## config.mk

```make
export PLATFORM = sky130hd
export DESIGN_NAME = circular_queue_engine_core
export DESIGN_NICKNAME = d
export VERILOG_FILES = /design/src/rtl/cqe_pkg.sv /design/src/rtl/circular_queue_engine_core.sv /design/src/rtl/cqe_ram.sv /design/src/rtl/cqe_ctrl.sv /design/src/rtl/cqe_dp.sv
export SDC_FILE = /design/constraint.sdc
export NUM_CORES = 2
export LEC_CHECK = 0
export ABC_CLOCK_PERIOD_IN_PS = 4900
export BUFFER_PORTS_ARGS = -buffer_cell sky130_fd_sc_hd__buf_2
export CAP_MARGIN = 15
export CORE_MARGIN = 10
export CORE_UTILIZATION = 35
export CTS_CLUSTER_SIZE = 16
export DETAILED_ROUTE_END_ITERATION = 16
export SLEW_MARGIN = 20
export SYNTH_ARGS = -nofsm -noshare
export SYNTH_HDL_FRONTEND = slang
export SYNTH_SLANG_ARGS = --single-unit
```

## constraint.sdc

```tcl
create_clock -name aclk -period 4.9 [get_ports aclk]
set_input_delay 0.735 -clock aclk [delete_from_list [all_inputs] [get_ports aclk]]
set_output_delay 0.735 -clock aclk [all_outputs]
set_load 0.005 [all_outputs]
```

## src/rtl/cqe_pkg.sv

```systemverilog
// Package with the shared types and codes of the circular queue engine.
package cqe_pkg;

    // Width of the capacity configuration register.
    localparam int CAP_W = 6;

    // Operation codes carried in the op field of an input item.
    localparam logic [1:0] OP_ENQ  = 2'd0;
    localparam logic [1:0] OP_DEQ  = 2'd1;
    localparam logic [1:0] OP_DISP = 2'd2;

    // Status codes carried in the status field of a result item.
    localparam logic [1:0] ST_OK    = 2'd0;
    localparam logic [1:0] ST_FULL  = 2'd1;
    localparam logic [1:0] ST_EMPTY = 2'd2;

    // One input item.
    typedef struct packed {
        logic [1:0]         op;
        logic signed [31:0] value;
    } in_item_t;

    // One result item.
    typedef struct packed {
        logic [1:0]         status;
        logic signed [31:0] data;
        logic               last;
    } out_item_t;

    // Commands from the controller to the datapath.
    typedef struct packed {
        logic       enq;        // store the input word at the tail
        logic       deq;        // read the head slot and retire it
        logic       disp_start; // read the head slot and start a walk
        logic       disp_next;  // read the next slot of the walk
        logic       load_out;   // load the result register
        logic       sel_ram;    // result data comes from the slot read
        logic [1:0] status;
        logic       last;
    } dp_cmd_t;

    // Status from the datapath to the controller.
    typedef struct packed {
        logic full;
        logic empty;
        logic disp_last;        // the word now read is the newest one
    } dp_stat_t;

endpackage

```

## src/rtl/circular_queue_engine_core.sv

```systemverilog
// Top level of the circular queue engine: ring-buffer queue of signed 32-bit words.
//
//   Channel   Ports                        Direction  Payload
//   input     s_valid, s_ready, s_data     in         op, value
//   result    m_valid, m_ready, m_data     out        status, data, last
//   config    cfg_wr_en, cfg_wr_data       in         capacity
//
// Enqueue, and any operation answered with a full or empty status, gives its result
// the cycle after the item is accepted. Dequeue loads the registered slot read in
// S_DEQ. Display of N words gives one result per cycle unless the result port
// stalls, taking no new item until its last result. The slot RAM is not cleared
// at reset; reset empties the queue and restores the capacity.
// A stalled result port holds the controller until the result register drains.
module circular_queue_engine_core #(
    parameter int DEPTH = 32
) (
    input  logic                      aclk,
    input  logic                      aresetn,
    input  logic                      cfg_wr_en,
    input  logic [cqe_pkg::CAP_W-1:0] cfg_wr_data,
    input  logic                      s_valid,
    output logic                      s_ready,
    input  cqe_pkg::in_item_t         s_data,
    output logic                      m_valid,
    input  logic                      m_ready,
    output cqe_pkg::out_item_t        m_data
);

    cqe_pkg::dp_cmd_t  cmd;
    cqe_pkg::dp_stat_t stat;

    // Sequencing of each operation.
    cqe_ctrl u_ctrl (
        .aclk    (aclk),
        .aresetn (aresetn),
        .s_valid (s_valid),
        .s_ready (s_ready),
        .s_op    (s_data.op),
        .m_valid (m_valid),
        .m_ready (m_ready),
        .stat    (stat),
        .cmd     (cmd)
    );

    // Pointers, storage and result register.
    cqe_dp #(
        .DEPTH (DEPTH)
    ) u_dp (
        .aclk        (aclk),
        .aresetn     (aresetn),
        .cfg_wr_en   (cfg_wr_en),
        .cfg_wr_data (cfg_wr_data),
        .in_value    (s_data.value),
        .cmd         (cmd),
        .stat        (stat),
        .out_item    (m_data)
    );

endmodule

```

## src/rtl/cqe_ram.sv

```systemverilog
// Generic single-write, single-read RAM with registered read data.
module cqe_ram #(
    parameter int WIDTH = 32,
    parameter int DEPTH = 32
) (
    input  logic                                    aclk,
    input  logic                                    we,
    input  logic [((DEPTH > 1) ? $clog2(DEPTH) : 1)-1:0] waddr,
    input  logic [WIDTH-1:0]                        wdata,
    input  logic                                    re,
    input  logic [((DEPTH > 1) ? $clog2(DEPTH) : 1)-1:0] raddr,
    output logic [WIDTH-1:0]                        rdata
);

    logic [WIDTH-1:0] mem_reg [DEPTH];
    logic [WIDTH-1:0] rdata_reg;

    // Write port and registered read port; read data holds between reads.
    always_ff @(posedge aclk) begin
        if (we) begin
            mem_reg[waddr] <= wdata;
        end
        if (re) begin
            rdata_reg <= mem_reg[raddr];
        end
    end

    assign rdata = rdata_reg;

endmodule

```

## src/rtl/cqe_ctrl.sv

```systemverilog
// Controller state machine of the circular queue engine.
module cqe_ctrl (
    input  logic              aclk,
    input  logic              aresetn,
    input  logic              s_valid,
    output logic              s_ready,
    input  logic [1:0]        s_op,
    output logic              m_valid,
    input  logic              m_ready,
    input  cqe_pkg::dp_stat_t stat,
    output cqe_pkg::dp_cmd_t  cmd
);

    typedef enum logic [1:0] {
        S_IDLE,
        S_DEQ,
        S_DISP
    } state_t;

    state_t state_reg, state_next;
    logic   m_valid_reg, m_valid_next;
    logic   out_free;

    // The result register can take a new item when empty or being drained.
    assign out_free = !m_valid_reg || m_ready;
    assign s_ready  = (state_reg == S_IDLE) && out_free;
    assign m_valid  = m_valid_reg;

    // Next state and datapath commands.
    always_comb begin
        state_next   = state_reg;
        m_valid_next = m_valid_reg && !m_ready;
        cmd          = '0;
        unique case (state_reg)
            S_IDLE: begin
                if (s_valid && s_ready) begin
                    unique case (s_op)
                        cqe_pkg::OP_ENQ: begin
                            cmd.load_out = 1'b1;
                            cmd.last     = 1'b1;
                            cmd.enq      = !stat.full;
                            cmd.status   = stat.full ? cqe_pkg::ST_FULL : cqe_pkg::ST_OK;
                            m_valid_next = 1'b1;
                        end
                        cqe_pkg::OP_DEQ: begin
                            if (stat.empty) begin
                                cmd.load_out = 1'b1;
                                cmd.last     = 1'b1;
                                cmd.status   = cqe_pkg::ST_EMPTY;
                                m_valid_next = 1'b1;
                            end else begin
                                cmd.deq    = 1'b1;
                                state_next = S_DEQ;
                            end
                        end
                        cqe_pkg::OP_DISP: begin
                            if (stat.empty) begin
                                cmd.load_out = 1'b1;
                                cmd.last     = 1'b1;
                                cmd.status   = cqe_pkg::ST_EMPTY;
                                m_valid_next = 1'b1;
                            end else begin
                                cmd.disp_start = 1'b1;
                                state_next     = S_DISP;
                            end
                        end
                        default: begin
                            // Unused opcode: the item is dropped without a result.
                        end
                    endcase
                end
            end
            S_DEQ: begin
                if (out_free) begin
                    cmd.load_out = 1'b1;
                    cmd.sel_ram  = 1'b1;
                    cmd.last     = 1'b1;
                    cmd.status   = cqe_pkg::ST_OK;
                    m_valid_next = 1'b1;
                    state_next   = S_IDLE;
                end
            end
            S_DISP: begin
                if (out_free) begin
                    cmd.load_out = 1'b1;
                    cmd.sel_ram  = 1'b1;
                    cmd.last     = stat.disp_last;
                    cmd.status   = cqe_pkg::ST_OK;
                    m_valid_next = 1'b1;
                    if (stat.disp_last) begin
                        state_next = S_IDLE;
                    end else begin
                        cmd.disp_next = 1'b1;
                    end
                end
            end
            default: begin
                state_next = S_IDLE;
            end
        endcase
    end

    // State and result valid flag.
    always_ff @(posedge aclk) begin
        if (!aresetn) begin
            state_reg   <= S_IDLE;
            m_valid_reg <= 1'b0;
        end else begin
            state_reg   <= state_next;
            m_valid_reg <= m_valid_next;
        end
    end

`ifndef SYNTH
    // At most one slot access is commanded in a cycle.
    a_one_access: assert property (@(posedge aclk) disable iff (!aresetn)
        $onehot0({cmd.enq, cmd.deq, cmd.disp_start, cmd.disp_next}))
        else $error("more than one slot access commanded");

    // A result is never loaded over one that has not been taken.
    a_no_overwrite: assert property (@(posedge aclk) disable iff (!aresetn)
        cmd.load_out |-> (!m_valid_reg || m_ready))
        else $error("result register overwritten");
`endif

endmodule

```

## src/rtl/cqe_dp.sv

```systemverilog
// Datapath of the circular queue engine: pointers, slot RAM and result register.
module cqe_dp #(
    parameter int DEPTH = 32
) (
    input  logic                      aclk,
    input  logic                      aresetn,
    input  logic                      cfg_wr_en,
    input  logic [cqe_pkg::CAP_W-1:0] cfg_wr_data,
    input  logic signed [31:0]        in_value,
    input  cqe_pkg::dp_cmd_t          cmd,
    output cqe_pkg::dp_stat_t         stat,
    output cqe_pkg::out_item_t        out_item
);

    localparam int CW = $clog2(DEPTH + 1);
    localparam int IW = (DEPTH > 1) ? $clog2(DEPTH) : 1;
    localparam logic [CW-1:0] CAP_RESET = CW'((DEPTH < 32) ? DEPTH : 32);
    localparam logic [cqe_pkg::CAP_W:0] DEPTH_CMP = (cqe_pkg::CAP_W + 1)'(DEPTH);

    logic [CW-1:0]      cap_reg, cap_next;
    logic [IW-1:0]      head_reg, head_next;
    logic [CW-1:0]      count_reg, count_next;
    logic [IW-1:0]      walk_reg, walk_next;
    logic [CW-1:0]      remain_reg, remain_next;
    cqe_pkg::out_item_t out_reg;
    logic [IW-1:0]      tail;
    logic [IW-1:0]      raddr;
    logic               re;
    logic [31:0]        rdata;

    // Modular add on ring positions: a below capacity, b up to capacity.
    function automatic logic [IW-1:0] ring_add(input logic [IW-1:0] a,
                                               input logic [CW-1:0] b,
                                               input logic [CW-1:0] cap);
        logic [CW:0] s;
        s = (CW + 1)'(a) + (CW + 1)'(b);
        if (s >= (CW + 1)'(cap)) begin
            s = s - (CW + 1)'(cap);
        end
        return IW'(s);
    endfunction

    assign tail = ring_add(head_reg, count_reg, cap_reg);

    // Status towards the controller.
    assign stat.full      = (count_reg >= cap_reg);
    assign stat.empty     = (count_reg == '0);
    assign stat.disp_last = (remain_reg == CW'(1));

    // Clamp of a written capacity into one to DEPTH.
    always_comb begin
        if (cfg_wr_data == '0) begin
            cap_next = CW'(1);
        end else if ({1'b0, cfg_wr_data} > DEPTH_CMP) begin
            cap_next = CW'(DEPTH);
        end else begin
            cap_next = CW'(cfg_wr_data);
        end
    end

    // Queue pointers and the display walk.
    always_comb begin
        head_next   = head_reg;
        count_next  = count_reg;
        walk_next   = walk_reg;
        remain_next = remain_reg;
        if (cfg_wr_en) begin
            head_next  = '0;
            count_next = '0;
        end else if (cmd.enq) begin
            count_next = count_reg + CW'(1);
        end else if (cmd.deq) begin
            count_next = count_reg - CW'(1);
            head_next  = (count_reg == CW'(1)) ? '0 : ring_add(head_reg, CW'(1), cap_reg);
        end else if (cmd.disp_start) begin
            walk_next   = ring_add(head_reg, CW'(1), cap_reg);
            remain_next = count_reg;
        end else if (cmd.disp_next) begin
            walk_next   = ring_add(walk_reg, CW'(1), cap_reg);
            remain_next = remain_reg - CW'(1);
        end
    end

    always_ff @(posedge aclk) begin
        if (!aresetn) begin
            cap_reg    <= CAP_RESET;
            head_reg   <= '0;
            count_reg  <= '0;
            walk_reg   <= '0;
            remain_reg <= '0;
        end else begin
            if (cfg_wr_en) begin
                cap_reg <= cap_next;
            end
            head_reg   <= head_next;
            count_reg  <= count_next;
            walk_reg   <= walk_next;
            remain_reg <= remain_next;
        end
    end

    // Slot storage: writes at the tail, reads at the head or the walk position.
    assign re    = cmd.deq || cmd.disp_start || cmd.disp_next;
    assign raddr = cmd.disp_next ? walk_reg : head_reg;

    cqe_ram #(
        .WIDTH (32),
        .DEPTH (DEPTH)
    ) u_slots (
        .aclk  (aclk),
        .we    (cmd.enq),
        .waddr (tail),
        .wdata (in_value),
        .re    (re),
        .raddr (raddr),
        .rdata (rdata)
    );

    // Result register.
    always_ff @(posedge aclk) begin
        if (cmd.load_out) begin
            out_reg.status <= cmd.status;
            out_reg.data   <= cmd.sel_ram ? $signed(rdata) : 32'sd0;
            out_reg.last   <= cmd.last;
        end
    end

    assign out_item = out_reg;

`ifndef SYNTH
    // The fill never exceeds the capacity in use.
    a_count_in_cap: assert property (@(posedge aclk) disable iff (!aresetn)
        count_reg <= cap_reg)
        else $error("item count above capacity");

    // The head always points inside the ring.
    a_head_in_cap: assert property (@(posedge aclk) disable iff (!aresetn)
        head_reg < IW'(cap_reg) || CW'(head_reg) < cap_reg)
        else $error("head outside the ring");

    // The walk only advances while more words remain to be shown.
    a_walk_remain: assert property (@(posedge aclk) disable iff (!aresetn)
        cmd.disp_next |-> remain_reg > CW'(1))
        else $error("display walk past the newest word");
`endif

endmodule
```

==> impl_results.md <==
* Area Overhead vs Synth at 16.2%
* Slew headroom at 32.0%
* Clock Tree Root: clkbuf_16
* Remaining DRCs at 0
* Mean post-synth cell area at 15.5 µm²
* RePlAce Congestion at 0.836
* CTS clk-pin slew, worst paths at 60 ps
* Post-synth top area cell: edfxtp_1
* First-pass GRT wire length at 183,000 µm
* ANT cells at 0
* Leak Pwr at 16.6 nW
* PortBufs at 81
* Setup_tns at 0 ps
* Fin Clk Skew at 46.5 ps
* Yosys reg bits at 1,122
* Core Area at 126,000 µm²
* Worst Path Required at 5320 ps
* Hold Violations, Final at 0
* H-tree Lvls at 3
* Slew Limit Fails at 0
* Max Root-Sink Buffers at 3
* PwrDens at 381 nW/µm²
* DP Area at 48,400 µm²
* Max reg flops at 1,024
* Syn nets at 2,978
* Critical path type: reg -> reg
* Num ports at 82
* Fin crit share at 95.4%
* Share of post-route cells with drive strength above 1 at 14.9%
* Reg2Reg Depth at 12
* Number of flops mapped to enable cells by yosys at 1,091
* Initial DRC Count at 2,819
* Largest net degree at the start of global routing at 52
* Maximum vdd drop at 0.000262 V
* Met3 Use GR at 2.68%
* Die Area at 142,000 µm²
* Post-synth top area share at 73.4%
* CTS sink count at 1,122
* Worst Setup Start Kind: flip-flop
* Total gr overflow at 0
* Post-route cell area at 51,900 µm²
* Die Y-Extent at 377 µm
* Clock buffer count from CTS at 113
* Post-CTS Resized at 0
* Vias per inst at 5.49
* WL per Instance at 26.1 µm
* Top cells by area, synth: edfxtp_1 (73%), mux2i_1 (6.0%), a32oi_1 (5.0%)
* Total of max-cap violations at 0
* FP Rows at 130
* Post-route ant nets at 0
* Worst skew pair latency at 710 ps
* Nets at 3,184
* Global-route met1 utilization at 23.0%
* Worst Hold Class: in -> reg
* Worst Hold Depth at 4
* Status: finished, final reports clean
* Layer carrying the most global-route usage: met2
* Hold_buf cts at 0
* Detailed Place HPWL at 78,900 µm
* Post-synthesis async set-or-reset flop share at 0%
* Aggregate global-route resource usage at 17.3%
* Seq/Total Area, Yosys at 74.8%
* Crit path max fanout at 14
* CTS tree: built
* Post-Syn Instances at 2,885
* Syn Std Cell Area at 44,700 µm²
* Postcts setup bufs at 0
* Post-layout min period at 4680 ps
* First drt pass iteration count at 5
* Synth warnings at 0
* Chip width at 377 µm
* Ys flop type: edfxtp_1
* Highest clock rate at 214 MHz
* CP Capture Type: flip-flop
* Starting Density at 35.4%
* RSZ-0062 raised after global routing: false
* Met2 capacity usage during global routing at 28.8%
* DRT Wirelength at 126,000 µm
* Via count at 26,525
* Initial antenna violation count at 10
* Endpoints failing setup at 0
* Worst Path Arrival at 5100 ps
* Slew @ Worst Pin at 1020 ps
* Number of global-route vias before repair at 25,859
* Netlist cell types at 61
-- final cells by class --
class | instances | area [µm²]
Tap cell | 1650 | 2060
Fill cell | 11403 | 74300
Multi-Input combinational cell | 1570 | 10700
Clock inverter | 62 | 454
Clock buffer | 144 | 3010
Timing Repair Buffer | 256 | 2160
Sequential cell | 1122 | 33400
Inverter | 28 | 105
-- path summary, 6_finish.rpt --
path,end,start,slack (ps)
setup / recovery,u_dp.u_slots.mem_reg[31][2],u_dp.count_reg[1],220
hold / removal,u_dp.cap_reg[3],cfg_wr_data[3],390
setup reg to reg,u_dp.u_slots.mem_reg[31][2],u_dp.count_reg[1],220
hold reg to reg,u_dp.remain_reg[1],u_dp.remain_reg[1],510
-- where the power goes --
part | total, mW | switching, mW | leakage, nW | internal, mW
combinational | 0.850 | 0.619 | 4.86 | 0.231
clock | 8.14 | 3.60 | 1.68 | 4.54
sequential | 10.8 | 0.0695 | 10.1 | 10.7
total | 19.8 | 4.29 | 16.6 | 15.5
-- worst max-delay path, cell delays in order (launching register included) --
cell	delay [ps]
dfxtp_1	480
inv_1	180
fa_1	480
inv_1	70
a21oi_1	60
o21bai_1	250
xor2_1	390
ha_1	270
o2111ai_1	500
and4_1	470
o22ai_1	710
nor2_4	250
buf_4	270
-- cells in the mapped netlist, types with 2 or more instances --
master / n
ha_1: 44
fa_1: 4
a211oi_1: 9
nand2b_1: 9
or3_1: 2
o21ai_0: 24
buf_2: 30
inv_1: 28
o22ai_1: 8
mux2_2: 6
and2_1: 8
o211ai_1: 6
a21o_1: 7
a22oi_1: 4
o21bai_1: 3
edfxtp_1: 1091
nor3b_1: 6
clkbuf_1: 105
nand3_1: 15
o31ai_1: 2
o21ai_1: 4
nand2_1: 541
buf_4: 6
buf_6: 23
xnor2_1: 14
nor2b_1: 6
a31oi_1: 3
nor3_1: 13
a21oi_1: 34
a32oi_1: 256
nand3b_1: 4
o41ai_1: 2
nor2_1: 111
a21boi_0: 7
nor4_1: 11
mux2i_1: 267
dfxtp_1: 31
o21a_1: 2
nand4_1: 70
and3_1: 39
xor2_1: 10
-- cell families after synthesis --
group	synth area share, %
xor+xnor	0.471
compound gates	6.95
simple gates	8.06
fa+ha+maj	1.41
flops	74.8
buf+inv	2.14
mux	6.20
-- stage by stage --
step / cells / utilization (%) / worst slack, ps / hold WS, ps / power (mW)
detailed placement: 4626 / 38.4 / 364 / 500 / 11.9
CTS: 4832 / 41.1 / 297 / 349 / 20.0
global route: 4832 / 41.1 / 4.13 / 383 / 20.4
global placement: 4626 / 38.4 / 446 / 489 / 11.9
floorplan: 2885 / - / 187 / 467 / 11.3
finish: 4832 / 41.1 / 224 / 393 / 19.8
-- metal layers --
metal / vias up / part of all wire (%)
met3: 206 / 7.6
li1: 11677 / -
met2: 1139 / 48
met1: 13497 / 41
met4: 6 / 2.9
met5: - / 0.026
-- placed cells by master (no fill, tap or decap), types with 44 or more instances in the layout --
master,synthesis,routed
mux2i_1,267,265
buf_4,6,140
edfxtp_1,1091,1091
clkbuf_16,0,116
nor2_1,111,61
ha_1,44,44
nor2_4,0,50
buf_2,30,81
a32oi_1,256,256
nand4_1,70,70
nand2_1,541,541
Note: power is estimated with default switching activity, not from simulation.
